===== src/rtl/core/prd_pkg.sv =====
// shared types, constants and the code alphabet lookup for the palette run-length decoder
package prd_pkg;

  localparam int PALETTE_DEPTH = 82;
  localparam int MAX_PIXELS    = 1048576;
  localparam int ENTRY_W       = 7;
  localparam int PIX_W         = 21;
  localparam int COLOR_W       = 8;
  localparam int RGB_W         = 3 * COLOR_W;
  localparam int COUNT_W       = 4;
  localparam int CHAR_W        = 8;
  localparam int SIZE_W        = 7;
  localparam int QUEUE_DEPTH   = 2;
  localparam int QPTR_W        = 1;
  localparam int QCNT_W        = 2;

  localparam logic [CHAR_W-1:0] CHAR_ZERO  = 8'h30;
  localparam logic [CHAR_W-1:0] CHAR_NINE  = 8'h39;
  localparam logic [CHAR_W-1:0] CHAR_UP_A  = 8'h41;
  localparam logic [CHAR_W-1:0] CHAR_UP_Z  = 8'h5A;
  localparam logic [CHAR_W-1:0] CHAR_LO_A  = 8'h61;
  localparam logic [CHAR_W-1:0] CHAR_LO_Z  = 8'h7A;
  localparam logic [CHAR_W-1:0] LOWER_BASE = 8'd26;

  typedef enum logic [1:0] {
    OP_LOAD   = 2'd0,
    OP_START  = 2'd1,
    OP_DECODE = 2'd2,
    OP_NONE   = 2'd3
  } opcode_t;

  typedef enum logic [2:0] {
    CMD_LOAD,
    CMD_START,
    CMD_DIGIT,
    CMD_CODE,
    CMD_BAD
  } cmd_kind_t;

  typedef struct packed {
    cmd_kind_t            kind;
    logic [ENTRY_W-1:0]   idx;
    logic [RGB_W-1:0]     rgb;
    logic [COUNT_W-1:0]   digit;
  } cmd_t;

  typedef enum logic {
    ST_IDLE,
    ST_EMIT
  } back_state_t;

  typedef struct packed {
    logic               hit;
    logic [ENTRY_W-1:0] idx;
  } sym_t;

  function automatic sym_t sym_lookup(input logic [CHAR_W-1:0] ch);
    sym_t             s;
    logic [CHAR_W-1:0] d;
    s.hit = 1'b1;
    s.idx = '0;
    d     = '0;
    if (ch >= CHAR_UP_A && ch <= CHAR_UP_Z) begin
      d     = ch - CHAR_UP_A;
      s.idx = d[ENTRY_W-1:0];
    end else if (ch >= CHAR_LO_A && ch <= CHAR_LO_Z) begin
      d     = ch - CHAR_LO_A + LOWER_BASE;
      s.idx = d[ENTRY_W-1:0];
    end else begin
      unique case (ch)
        8'h2C: s.idx = 7'd52;
        8'h3C: s.idx = 7'd53;
        8'h2E: s.idx = 7'd54;
        8'h3E: s.idx = 7'd55;
        8'h2F: s.idx = 7'd56;
        8'h3F: s.idx = 7'd57;
        8'h3B: s.idx = 7'd58;
        8'h3A: s.idx = 7'd59;
        8'h27: s.idx = 7'd60;
        8'h5B: s.idx = 7'd61;
        8'h7B: s.idx = 7'd62;
        8'h5D: s.idx = 7'd63;
        8'h7D: s.idx = 7'd64;
        8'h7C: s.idx = 7'd65;
        8'h3D: s.idx = 7'd66;
        8'h2B: s.idx = 7'd67;
        8'h2D: s.idx = 7'd68;
        8'h5F: s.idx = 7'd69;
        8'h29: s.idx = 7'd70;
        8'h28: s.idx = 7'd71;
        8'h2A: s.idx = 7'd72;
        8'h26: s.idx = 7'd73;
        8'h5E: s.idx = 7'd74;
        8'h25: s.idx = 7'd75;
        8'h24: s.idx = 7'd76;
        8'h23: s.idx = 7'd77;
        8'h40: s.idx = 7'd78;
        8'h21: s.idx = 7'd79;
        8'h60: s.idx = 7'd80;
        8'h7E: s.idx = 7'd81;
        default: s.hit = 1'b0;
      endcase
    end
    return s;
  endfunction

endpackage


===== src/rtl/core/palette_rle_pixel_decoder.sv =====
// top level: palette run-length pixel decoder with apb configuration
// path: a code beat passes the command queue, the run start and the pixel output register;
// its run then gives one pixel a cycle while the sink is ready; no command is popped meanwhile
// loads, new-image and digit beats give no result, but a digit after a held digit is an error
// the front accepts while the two-entry command queue has room
// reset: synchronous rst clears queue, run state and halt; registers go to 9 pixels, 1 entry
module palette_rle_pixel_decoder (
  input  logic                         clk,
  input  logic                         rst,
  // input beat channel
  input  logic                         in_valid,
  output logic                         in_ready,
  input  logic [1:0]                   opcode,
  input  logic [prd_pkg::ENTRY_W-1:0]  entry_index,
  input  logic [prd_pkg::COLOR_W-1:0]  entry_red,
  input  logic [prd_pkg::COLOR_W-1:0]  entry_green,
  input  logic [prd_pkg::COLOR_W-1:0]  entry_blue,
  input  logic [prd_pkg::CHAR_W-1:0]   code_char,
  // pixel beat channel
  output logic                         out_valid,
  input  logic                         out_ready,
  output logic [prd_pkg::COLOR_W-1:0]  red,
  output logic [prd_pkg::COLOR_W-1:0]  green,
  output logic [prd_pkg::COLOR_W-1:0]  blue,
  output logic                         last_of_run,
  output logic                         image_done,
  output logic                         status,
  // configuration port
  input  logic                         psel,
  input  logic                         penable,
  input  logic                         pwrite,
  input  logic [2:0]                   paddr,
  input  logic [31:0]                  pwdata,
  output logic [31:0]                  prdata,
  output logic                         pready
);
  import prd_pkg::*;

  localparam logic REG_PIXEL_TOTAL  = 1'b0;
  localparam logic REG_PALETTE_SIZE = 1'b1;

  logic [PIX_W-1:0]  pixel_total;
  logic [SIZE_W-1:0] palette_size;
  logic              cfg_write;
  logic              reg_sel;

  logic              push_valid;
  logic              push_ready;
  cmd_t              push_cmd;
  logic              pop_valid;
  logic              pop_ready;
  cmd_t              pop_cmd;

  // register select is the word address, byte offset bits are ignored
  assign pready    = 1'b1;
  assign reg_sel   = paddr[2];
  assign cfg_write = psel && penable && pwrite && pready;

  always_ff @(posedge clk) begin
    if (rst) begin
      pixel_total  <= PIX_W'(9);
      palette_size <= SIZE_W'(1);
    end else if (cfg_write) begin
      unique case (reg_sel)
        REG_PIXEL_TOTAL:  pixel_total  <= pwdata[PIX_W-1:0];
        REG_PALETTE_SIZE: palette_size <= pwdata[SIZE_W-1:0];
        default:          pixel_total  <= pixel_total;
      endcase
    end
  end

  always_comb begin
    unique case (reg_sel)
      REG_PIXEL_TOTAL:  prdata = {{(32-PIX_W){1'b0}}, pixel_total};
      REG_PALETTE_SIZE: prdata = {{(32-SIZE_W){1'b0}}, palette_size};
      default:          prdata = '0;
    endcase
  end

  // front: classify each input beat into a command
  prd_front u_front (
    .in_valid    (in_valid),
    .in_ready    (in_ready),
    .opcode      (opcode),
    .entry_index (entry_index),
    .entry_red   (entry_red),
    .entry_green (entry_green),
    .entry_blue  (entry_blue),
    .code_char   (code_char),
    .push_valid  (push_valid),
    .push_ready  (push_ready),
    .push_cmd    (push_cmd)
  );

  // short queue so the front keeps taking beats while a run drains
  prd_fifo u_fifo (
    .clk        (clk),
    .rst        (rst),
    .push_valid (push_valid),
    .push_ready (push_ready),
    .push_cmd   (push_cmd),
    .pop_valid  (pop_valid),
    .pop_ready  (pop_ready),
    .pop_cmd    (pop_cmd)
  );

  // back: palette writes, halt and count state, one pixel per cycle while the sink is ready
  prd_back u_back (
    .clk          (clk),
    .rst          (rst),
    .pop_valid    (pop_valid),
    .pop_ready    (pop_ready),
    .pop_cmd      (pop_cmd),
    .pixel_total  (pixel_total),
    .palette_size (palette_size),
    .out_valid    (out_valid),
    .out_ready    (out_ready),
    .red          (red),
    .green        (green),
    .blue         (blue),
    .last_of_run  (last_of_run),
    .image_done   (image_done),
    .status       (status)
  );

endmodule


===== src/rtl/core/prd_front.sv =====
// front end: classifies input beats into decoder commands
module prd_front (
  input  logic                         in_valid,
  output logic                         in_ready,
  input  logic [1:0]                   opcode,
  input  logic [prd_pkg::ENTRY_W-1:0]  entry_index,
  input  logic [prd_pkg::COLOR_W-1:0]  entry_red,
  input  logic [prd_pkg::COLOR_W-1:0]  entry_green,
  input  logic [prd_pkg::COLOR_W-1:0]  entry_blue,
  input  logic [prd_pkg::CHAR_W-1:0]   code_char,
  output logic                         push_valid,
  input  logic                         push_ready,
  output prd_pkg::cmd_t                push_cmd
);
  import prd_pkg::*;

  opcode_t           op;
  sym_t              sym;
  logic              is_digit;
  logic              keep;
  logic [CHAR_W-1:0] digit_val;

  assign op        = opcode_t'(opcode);
  assign sym       = sym_lookup(code_char);
  assign is_digit  = (code_char >= CHAR_ZERO) && (code_char <= CHAR_NINE);
  assign digit_val = code_char - CHAR_ZERO;

  always_comb begin
    push_cmd.kind  = CMD_BAD;
    push_cmd.idx   = entry_index;
    push_cmd.rgb   = {entry_red, entry_green, entry_blue};
    push_cmd.digit = digit_val[COUNT_W-1:0];
    keep           = 1'b1;
    unique case (op)
      OP_LOAD: begin
        push_cmd.kind = CMD_LOAD;
        // entries past the palette are dropped here
        keep = (entry_index < ENTRY_W'(PALETTE_DEPTH));
      end
      OP_START: push_cmd.kind = CMD_START;
      OP_DECODE: begin
        priority if (sym.hit) begin
          push_cmd.kind = CMD_CODE;
          push_cmd.idx  = sym.idx;
        end else if (is_digit) begin
          push_cmd.kind = CMD_DIGIT;
        end else begin
          push_cmd.kind = CMD_BAD;
        end
      end
      OP_NONE: keep = 1'b0;
      default: keep = 1'b0;
    endcase
  end

  assign in_ready   = push_ready;
  assign push_valid = in_valid && keep;

endmodule


===== src/rtl/core/prd_fifo.sv =====
// two-entry command queue between front and back
module prd_fifo (
  input  logic          clk,
  input  logic          rst,
  input  logic          push_valid,
  output logic          push_ready,
  input  prd_pkg::cmd_t push_cmd,
  output logic          pop_valid,
  input  logic          pop_ready,
  output prd_pkg::cmd_t pop_cmd
);
  import prd_pkg::*;

  cmd_t              slots [QUEUE_DEPTH];
  logic [QPTR_W-1:0] wr_ptr;
  logic [QPTR_W-1:0] rd_ptr;
  logic [QCNT_W-1:0] count;
  logic              do_push;
  logic              do_pop;

  assign push_ready = (count != QCNT_W'(QUEUE_DEPTH));
  assign pop_valid  = (count != '0);
  assign pop_cmd    = slots[rd_ptr];
  assign do_push    = push_valid && push_ready;
  assign do_pop     = pop_valid && pop_ready;

  always_ff @(posedge clk) begin
    if (do_push) begin
      slots[wr_ptr] <= push_cmd;
    end
  end

  always_ff @(posedge clk) begin
    if (rst) begin
      wr_ptr <= '0;
      rd_ptr <= '0;
      count  <= '0;
    end else begin
      if (do_push) begin
        wr_ptr <= wr_ptr + 1'b1;
      end
      if (do_pop) begin
        rd_ptr <= rd_ptr + 1'b1;
      end
      unique case ({do_push, do_pop})
        2'b10:   count <= count + 1'b1;
        2'b01:   count <= count - 1'b1;
        default: count <= count;
      endcase
    end
  end

endmodule


===== src/rtl/core/prd_back.sv =====
// back end: palette memory, run state and pixel output register
module prd_back (
  input  logic                         clk,
  input  logic                         rst,
  input  logic                         pop_valid,
  output logic                         pop_ready,
  input  prd_pkg::cmd_t                pop_cmd,
  input  logic [prd_pkg::PIX_W-1:0]    pixel_total,
  input  logic [prd_pkg::SIZE_W-1:0]   palette_size,
  output logic                         out_valid,
  input  logic                         out_ready,
  output logic [prd_pkg::COLOR_W-1:0]  red,
  output logic [prd_pkg::COLOR_W-1:0]  green,
  output logic [prd_pkg::COLOR_W-1:0]  blue,
  output logic                         last_of_run,
  output logic                         image_done,
  output logic                         status
);
  import prd_pkg::*;

  logic [RGB_W-1:0]   palette [PALETTE_DEPTH];
  logic [RGB_W-1:0]   rdata;

  back_state_t        state;
  back_state_t        state_next;
  logic [COUNT_W-1:0] pending_count;
  logic               count_pending;
  logic [PIX_W-1:0]   pixels_emitted;
  logic               halted;
  logic [COUNT_W-1:0] run_left;

  logic [PIX_W-1:0]   limit;
  logic [SIZE_W-1:0]  size_lim;
  logic [PIX_W-1:0]   remain;
  logic [PIX_W-1:0]   emitted_inc;
  logic [COUNT_W-1:0] run_raw;
  logic [COUNT_W-1:0] run;
  logic               complete;
  logic               active;
  logic               slot_free;
  logic               pop_fire;

  logic               do_write;
  logic               do_clear;
  logic               set_digit;
  logic               do_error;
  logic               start_run;
  logic               emit_px;

  assign limit       = (pixel_total > PIX_W'(MAX_PIXELS)) ? PIX_W'(MAX_PIXELS) : pixel_total;
  assign size_lim    = (palette_size > SIZE_W'(PALETTE_DEPTH)) ? SIZE_W'(PALETTE_DEPTH)
                                                              : palette_size;
  assign complete    = (pixels_emitted >= limit);
  assign active      = !halted && !complete;
  assign remain      = limit - pixels_emitted;
  assign emitted_inc = pixels_emitted + 1'b1;
  assign run_raw     = count_pending ? pending_count : COUNT_W'(1);
  assign run         = (remain < PIX_W'(run_raw)) ? remain[COUNT_W-1:0] : run_raw;
  assign slot_free   = !out_valid || out_ready;
  assign pop_fire    = pop_valid && pop_ready;

  // command decode and per-cycle actions
  always_comb begin
    pop_ready = 1'b0;
    do_write  = 1'b0;
    do_clear  = 1'b0;
    set_digit = 1'b0;
    do_error  = 1'b0;
    start_run = 1'b0;
    emit_px   = 1'b0;
    unique case (state)
      ST_IDLE: begin
        pop_ready = slot_free;
        if (pop_valid && slot_free) begin
          unique case (pop_cmd.kind)
            CMD_LOAD:  do_write = 1'b1;
            CMD_START: do_clear = 1'b1;
            CMD_DIGIT: begin
              if (active) begin
                if (count_pending) begin
                  do_error = 1'b1;
                end else begin
                  set_digit = 1'b1;
                end
              end
            end
            CMD_CODE: begin
              if (active) begin
                if (pop_cmd.idx >= size_lim) begin
                  do_error = 1'b1;
                end else begin
                  start_run = (run != '0);
                end
              end
            end
            CMD_BAD:   do_error = active;
            default:   do_error = 1'b0;
          endcase
        end
      end
      ST_EMIT: emit_px = slot_free;
      default: pop_ready = 1'b0;
    endcase
  end

  always_comb begin
    state_next = state;
    unique case (state)
      ST_IDLE: if (start_run) state_next = ST_EMIT;
      ST_EMIT: if (emit_px && run_left == COUNT_W'(1)) state_next = ST_IDLE;
      default: state_next = ST_IDLE;
    endcase
  end

  always_ff @(posedge clk) begin
    if (do_write) begin
      palette[pop_cmd.idx] <= pop_cmd.rgb;
    end
    if (start_run) begin
      rdata <= palette[pop_cmd.idx];
    end
  end

  always_ff @(posedge clk) begin
    if (rst) begin
      state          <= ST_IDLE;
      pending_count  <= '0;
      count_pending  <= 1'b0;
      pixels_emitted <= '0;
      halted         <= 1'b0;
      run_left       <= '0;
      out_valid      <= 1'b0;
    end else begin
      state <= state_next;
      if (do_clear) begin
        pixels_emitted <= '0;
        pending_count  <= '0;
        count_pending  <= 1'b0;
        halted         <= 1'b0;
      end
      if (set_digit) begin
        pending_count <= pop_cmd.digit;
        count_pending <= 1'b1;
      end
      if (do_error || start_run || (pop_fire && pop_cmd.kind == CMD_CODE && active)) begin
        pending_count <= '0;
        count_pending <= 1'b0;
      end
      if (do_error) begin
        halted <= 1'b1;
      end
      if (start_run) begin
        run_left <= run;
      end
      if (emit_px) begin
        run_left       <= run_left - 1'b1;
        pixels_emitted <= emitted_inc;
      end
      if (do_error || emit_px) begin
        out_valid <= 1'b1;
      end else if (out_ready) begin
        out_valid <= 1'b0;
      end
    end
  end

  always_ff @(posedge clk) begin
    if (do_error) begin
      {red, green, blue} <= '0;
      last_of_run        <= 1'b1;
      image_done         <= 1'b0;
      status             <= 1'b1;
    end else if (emit_px) begin
      {red, green, blue} <= rdata;
      last_of_run        <= (run_left == COUNT_W'(1));
      image_done         <= (emitted_inc == limit);
      status             <= 1'b0;
    end
  end

endmodule


===== config.mk =====
export PLATFORM = sky130hd
export DESIGN_NAME = palette_rle_pixel_decoder
export DESIGN_NICKNAME = d
export VERILOG_FILES = /design/src/rtl/core/prd_pkg.sv /design/src/rtl/core/palette_rle_pixel_decoder.sv /design/src/rtl/core/prd_front.sv /design/src/rtl/core/prd_fifo.sv /design/src/rtl/core/prd_back.sv
export SDC_FILE = /design/constraint.sdc
export NUM_CORES = 2
export LEC_CHECK = 0
export BUFFER_PORTS_ARGS = -buffer_cell sky130_fd_sc_hd__buf_2
export CORE_UTILIZATION = 45
export CTS_CLUSTER_SIZE = 28
export DETAILED_ROUTE_END_ITERATION = 12
export PLACE_DENSITY = 0.63
export SLEW_MARGIN = 20
export SYNTH_ARGS = -nofsm -noshare
export SYNTH_HDL_FRONTEND = slang
export SYNTH_SLANG_ARGS = --single-unit

===== constraint.sdc =====
create_clock -name clk -period 15.1 [get_ports clk]
set_input_delay 1.51 -clock clk [delete_from_list [all_inputs] [get_ports clk]]
set_output_delay 1.51 -clock clk [all_outputs]
set_load 0.02 [all_outputs]

---- Word-level counts from Yosys, hierarchy flattened ----
Memory sizes are Yosys's and may differ from the RTL's. A register that Yosys moved wholly into a read port is not among the register bits.
Index checks and enable logic that the tools add are counted.
word-level totals
  logic and storage cells ................. 184
  memories ................................ 2
  bits in registers ....................... 92
  RAM bits ................................ 2044
  output and inout port bits .............. 62
  bits of input ports ..................... 83
cells by class
  eq/ne operators ......................... 42
  add/sub/neg operators ................... 11
  reduce and logical (&&, ||, !) cells .... 34
  bitwise operators ....................... 2
  multiplexer cells ....................... 63
  $lt $le $gt $ge ......................... 12
memories
  name            words  width  rd ports  clocked after Yosys merged registers in  write ports  RTL line        text
  u_back.palette  82     24     1         1                                        1            prd_back.sv:21  logic [RGB_W-1:0] palette [PALETTE_DEPTH];
  u_fifo.slots    2      38     1         1                                        1            prd_fifo.sv:14  cmd_t slots [QUEUE_DEPTH];
operators by type and width
  operator                                                                number
  7-bit case mux with 30 select lines                                     1
  8-bit by 6-bit equality test with 1-bit output (second input constant)  20
  8-bit by 7-bit equality test with 1-bit output (second input constant)  10
  32-bit case mux with 2 select lines                                     1
  21-bit 2-to-1 mux                                                       3
  1-bit 2-to-1 mux                                                        40
  7-bit 2-to-1 mux                                                        5
  30-bit OR reduction                                                     1
  4-bit 2-to-1 mux                                                        6
  21-bit by 1-bit adder with 21-bit output (second input constant)        1
  21-bit equality test                                                    1
  21-bit >= comparator                                                    1
  21-bit > comparator (second input constant)                             1
  21-bit by 4-bit < comparator with 1-bit output                          1
  21-bit subtractor                                                       1
  8-bit by 7-bit >= comparator with 1-bit output (second input constant)  2
  8-bit by 7-bit <= comparator with 1-bit output (second input constant)  2
  2-bit nonzero test                                                      7
  7-bit subtractor (second input constant)                                2
  1-bit logical AND                                                       13
  3-bit case mux with 3 select lines                                      1
  8-bit by 6-bit >= comparator with 1-bit output (second input constant)  1
  8-bit by 6-bit <= comparator with 1-bit output (second input constant)  1
  4-bit by 1-bit subtractor with 4-bit output (second input constant)     2
  26 further kinds                                                        40

---- Logic depth before layout (Yosys ltp) ----
  depth in word-level cells ............... 14
  gate-level depth with buffers ........... 19
  mapped depth without buffers ............ 16

---- Modules after synthesis ----
Synthesis repeated with hierarchy kept, for this count alone.
unflattened totals
  cells, all modules ...................... 4968
  area total of the unflattened synthesis .. 82626.7 um^2
by module, submodules not included
  module                     times used  area each (um^2)  cells an instance  sequential area each (um^2)
  prd_back                   1           76828.7           4482               61018.5
  prd_fifo                   1           2957.8            142                2382.3
  palette_rle_pixel_decoder  1           1482.7            153                560.5
  prd_front                  1           1357.6            191                0.0

---- Worst setup path before layout ----
No wires, ideal clock.
  kind .................................... reg2reg
  from .................................... register pixel_total[7]
  to ...................................... register u_back.rdata[0] (read register of u_back.palette), enable pin
  period minus slack after synthesis ...... 6.841 ns
  cell stages (with the launch flop) ...... 16
  data arrival time ....................... 6.364 ns
  path buffers ............................ 0
  library setup time ...................... 0.476 ns
  data required time ...................... 14.624 ns
  path slack .............................. 8.259 ns
  cells stage by stage .................... dfxtp_1 or4_1 nor2_1 nand4_1 o21ai_0 and2_1 ha_1 a21oi_1 o21ai_1 a221oi_1 o2111ai_1 or4_1 nor4_1 nor4b_4 nand2_4 o41ai_1
between the ends
  word-level cells in the longest chain between the ends .. 11
  elaborated cells between the ends (all ways) .. 14
  classes of those cells .................. 1 x add/sub; 3 x order compare; 7 x mux; 3 x reduce/logical
ends and longest elaborated chain
  element                                         RTL line                         text
  start: declaration                              palette_rle_pixel_decoder.sv:42  logic [PIX_W-1:0] pixel_total;
  start signal: assignment                        palette_rle_pixel_decoder.sv:65  REG_PIXEL_TOTAL: pixel_total <= pwdata[PIX_W-1:0];
  start signal: assignment                        palette_rle_pixel_decoder.sv:67  default: pixel_total <= pixel_total;
  21-bit > comparator                             prd_back.sv:50                   assign limit = (pixel_total > PIX_W'(MAX_PIXELS)) ? PIX_W'(MAX_PIXELS) : pixel_total;
  21-bit 2-to-1 mux *                             prd_back.sv:50
  21-bit subtractor                               prd_back.sv:55                   assign remain = limit - pixels_emitted;
  21-bit by 4-bit < comparator with 1-bit output  prd_back.sv:58                   assign run = (remain < PIX_W'(run_raw)) ? remain[COUNT_W-1:0] : run_raw;
  4-bit 2-to-1 mux                                prd_back.sv:58
  4-bit nonzero test                              prd_back.sv:92                   start_run = (run != '0);
  1-bit 2-to-1 mux                                prd_back.sv:89                   if (pop_cmd.idx >= size_lim) begin
  1-bit 2-to-1 mux *                              prd_back.sv:88                   if (active) begin
  1-bit 2-to-1 mux *                              prd_back.sv:75                   unique case (pop_cmd.kind)
  1-bit 2-to-1 mux *                              prd_back.sv:74                   if (pop_valid && slot_free) begin
  1-bit 2-to-1 mux *                              prd_back.sv:71                   unique case (state)
  named net u_back.start_run                      prd_back.sv:47                   logic start_run;
  end: declaration                                prd_back.sv:22                   logic [RGB_W-1:0] rdata;
The timed path passes the listed nets; every way through them passes the cells marked *.
A chain may end at the register's enable or synchronous reset.

==> results.md <==
* Num CTS Buffers at between 200 and 250
* Largest area contributor in the netlist: edfxtp_1
* Total GRT Usage at 0.2597
* Yosys warning count at 0
* Drt via density at approximately 6.3
* Number of distinct library cells after synthesis at 80
* Worst R2R Setup Slack at 8.51 ns
* Most used cell along the critical path: buf_4
* Final setup violation count at 0
* NetSw at between 0.005 and 0.006 W
* EDFF count, synth at just over 2,000
* Arr. time, crit path at 7.05 ns
* # resized after CTS at 0
* Clock skew at between 0.07 and 0.08 ns
* Detailed Routing Iterations Pass 1 at 9
* Clock network fraction of total power at 0.329
* Critical-path top delay cell: nor4_1
* Synth area leaders: edfxtp_1, a22oi_1, nand2_1
* Area grow syn2layout at 13.75%
* Row Count at approximately 160
* Max Root-Sink Buffers at 3
* DRC viols at 0
* Fmax at around 0.15 GHz
* Post-Route WL at roughly 250 mm
* Synthesized cell area at 0.08277 sq mm
* Post-layout minimum cycle time at about 6.6 ns
* Detail Route Antenna Nets at 0
* Register area share after synthesis at 0.7727
* Die area at roughly 0.19 sq mm
* Internal Power at between 0.01 and 0.015 W
* Worst ir drop on vdd at between 0.1 and 0.15 mV
* Critical path, cell by cell: buf_4 -> nand2_1 -> nand2_4 -> buf_4 -> buf_4 -> nor2_4 -> buf_4 -> buf_12 -> a22oi_1 -> nand2_1 -> o21ai_0 -> o21ai_0 -> nor4_1 -> o211ai_1
* Nets at 5,597
* CTS sink cnt at between 2,000 and 2,500
* Max-capacitance violation count at 0
* Iteration-0 DRC Markers at 8,004
* Die Y at around 430 um
* First-pass GRT wire length at ~350 mm
* Remaining global-route overflow at 0
* Status: completed
* Critical path's top delay family: buffers and inverters
* Initial core utilization at 0.4526
* TritonCTS clock tree: yes
* DP Area at a little under 0.09 sq mm
* Asr flop ratio synth at 0
* Initial antenna violation count at 17
* Layout cells sized above 1 at 0.1358
* Hold Worst Slack at around 0.45 ns
* Cts hold-fix bufs at 0
* Pin count of the biggest net entering global routing at between 90 and 100
* H-Tree Depth at 4
* CORE AREA at ~0.18 sq mm
* Worst setup EP type: flip-flop
* Post-CTS Setup Repair Bufs at 0
* Max-slew headroom at 0.1508
* Final critical-path share of the clock period at 0.4367
* Vias in the first global route at 48,520
* Clock Tree Root: clkbuf_16
* Layout Utilization at 0.5149
* CP startpoint kind: flip-flop
* Post-Synthesis Cells at 5,295
* Routability cong. at 0.8948
* #FFs+latches synth at approximately 2,200
* Power Density at approximately 170 mW/mm^2
* Synth top area share at 0.7502
* Crit path kind: reg -> reg
* Die Width at around 430 um
* Comb pwr share at 0.223
* CP max FO at 74
* Slew @ Worst Pin at 1.262 ns
* Max-slew violation count at 0
* Total leakage power at 29.63 nW
* Synth Flop Type: edfxtp_1
* Post-DP HPWL at around 130 mm
* Setup TNS at 0 ns
* Final hold violations at 0
* RSZ-0062 raised after global routing: false
* Syn_area_per_cell at about 16 sq um
* I/O pins at between 100 and 150
* Vias at about 50,000
* Clock Latency Late Sink at about 0.87 ns
* Post-synth top cells: edfxtp_1, a22oi_1, nand2_1, a21oi_1, clkbuf_1
* Worst path buffer plus inverter count at 5
* Dpl ws at ~8.8 ns
* # port buffers at ~120
* Type of the tightest min-delay check: reg -> reg
* Critical Path RT at about 16 ns
* WL per Instance at between 30 and 40 um
* Final worst slack at roughly 8.5 ns
* Switch share at 0.3160
* Crit path largest cell delay at around 1.1 ns
* Clock transition at the registers of the reported paths at 0.06 ns
* Sequential Power Share at 0.449
* Count leader, synth: edfxtp_1
* Final instance area at about 0.094 sq mm
==> registers in the layout, summed over array words and instances, names as in the netlist, 4 cells and up, named ones only <==
name,count
u_back.rdata,24
pixel_total,21
u_back.run_left,4
u_back.pending_count,4
u_back.red,8
u_back.pixels_emitted,21
u_fifo.slots,76
u_back.green,8
u_back.palette,1968
u_back.blue,8
palette_size,7
==> per-stage QoR <==
stage               instances  total power (W)
global placement         7726          0.01070
floorplan                5305         0.009033
CTS                      8119          0.01591
finish                   8128          0.01597
global route             8126          0.01636
detailed placement       7726          0.01075
==> power by group through the flow <==
stage / Sequential, W / Combinational (W) / Clock (W)
after floorplan: 0.00732 / 0.00172 / 0
after global placement: 0.00729 / 0.00342 / 0
after detailed placement: 0.00729 / 0.00345 / 0
after CTS: 0.00717 / 0.00346 / 0.00529
after global routing: 0.00717 / 0.00368 / 0.00552
final: 0.00716 / 0.00356 / 0.00525
==> logic make-up after synthesis <==
logic type,Yosys count,share of synthesized area
compound gates,1533,0.1317
xor+xnor,55,0.005820
fa+ha+maj,40,0.006137
buf+inv,391,0.01835
flops,2161,0.7727
mux,55,0.007240
other cells,2,0.00009073
simple gates,1058,0.05792
==> placed cells by master, fill, tap and decap left out, types with 42 or more instances in the layout <==
cell       Yosys  routed
edfxtp_1    2068    2068
a22oi_1      658     658
nand2_1      520     518
a21oi_1      321     321
clkbuf_16      0     210
buf_4         12     171
nor2_1       217     123
buf_2          3     119
o21ai_0       94      94
dfxtp_1       93      92
a22o_1        86      86
nor2_2         0      83
nand4_1       71      71
nand3_1       56      56
clkinv_1       3      53
a222oi_1      52      52
clkbuf_1     249      50
a31oi_1       47      47
xnor2_1       45      45
nor2b_1       44      44
a221oi_1      42      42
==> final cells by class <==
| class | count | area (sq um) |
|---|---|---|
| fill | 14662 | 88730 |
| sequential | 2161 | 63960 |
| multi-input combinational | 2753 | 17830 |
| clock buffer | 269 | 5567 |
| tap | 2464 | 3083 |
| timing repair buffer | 304 | 2167 |
| clock inverter | 124 | 1349 |
| inverter | 46 | 178.9 |
| antenna | 7 | 17.52 |
==> final timing paths <==
check | startpoint | to | cells after the start
max | flip-flop | u_back.rdata[17]$_DFFE_PP_ | 14
min | u_back.blue[7]$_SDFFE_PP0P_ | u_back.blue[7]$_SDFFE_PP0P_ | 2
max reg2reg | flip-flop | u_back.rdata[17]$_DFFE_PP_ | 14
min reg2reg | u_back.blue[7]$_SDFFE_PP0P_ | u_back.blue[7]$_SDFFE_PP0P_ | 2
==> worst min-delay path, cell delays in order (launching register included) <==
cell,delay (ns)
dfxtp_1,0.31
nand2_1,0.05
a21oi_1,0.05
==> per-layer routing <==
layer | vias up | routed length, um | GRT usage
li1 | 21614 | - | -
met1 | 26011 | 94000 | 0.3503
met2 | 3239 | 113700 | 0.4075
met3 | 513 | 27800 | 0.05844
met4 | 8 | 10400 | 0.1071
met5 | - | 52 | 0
Power figures use the tool's default switching activity.
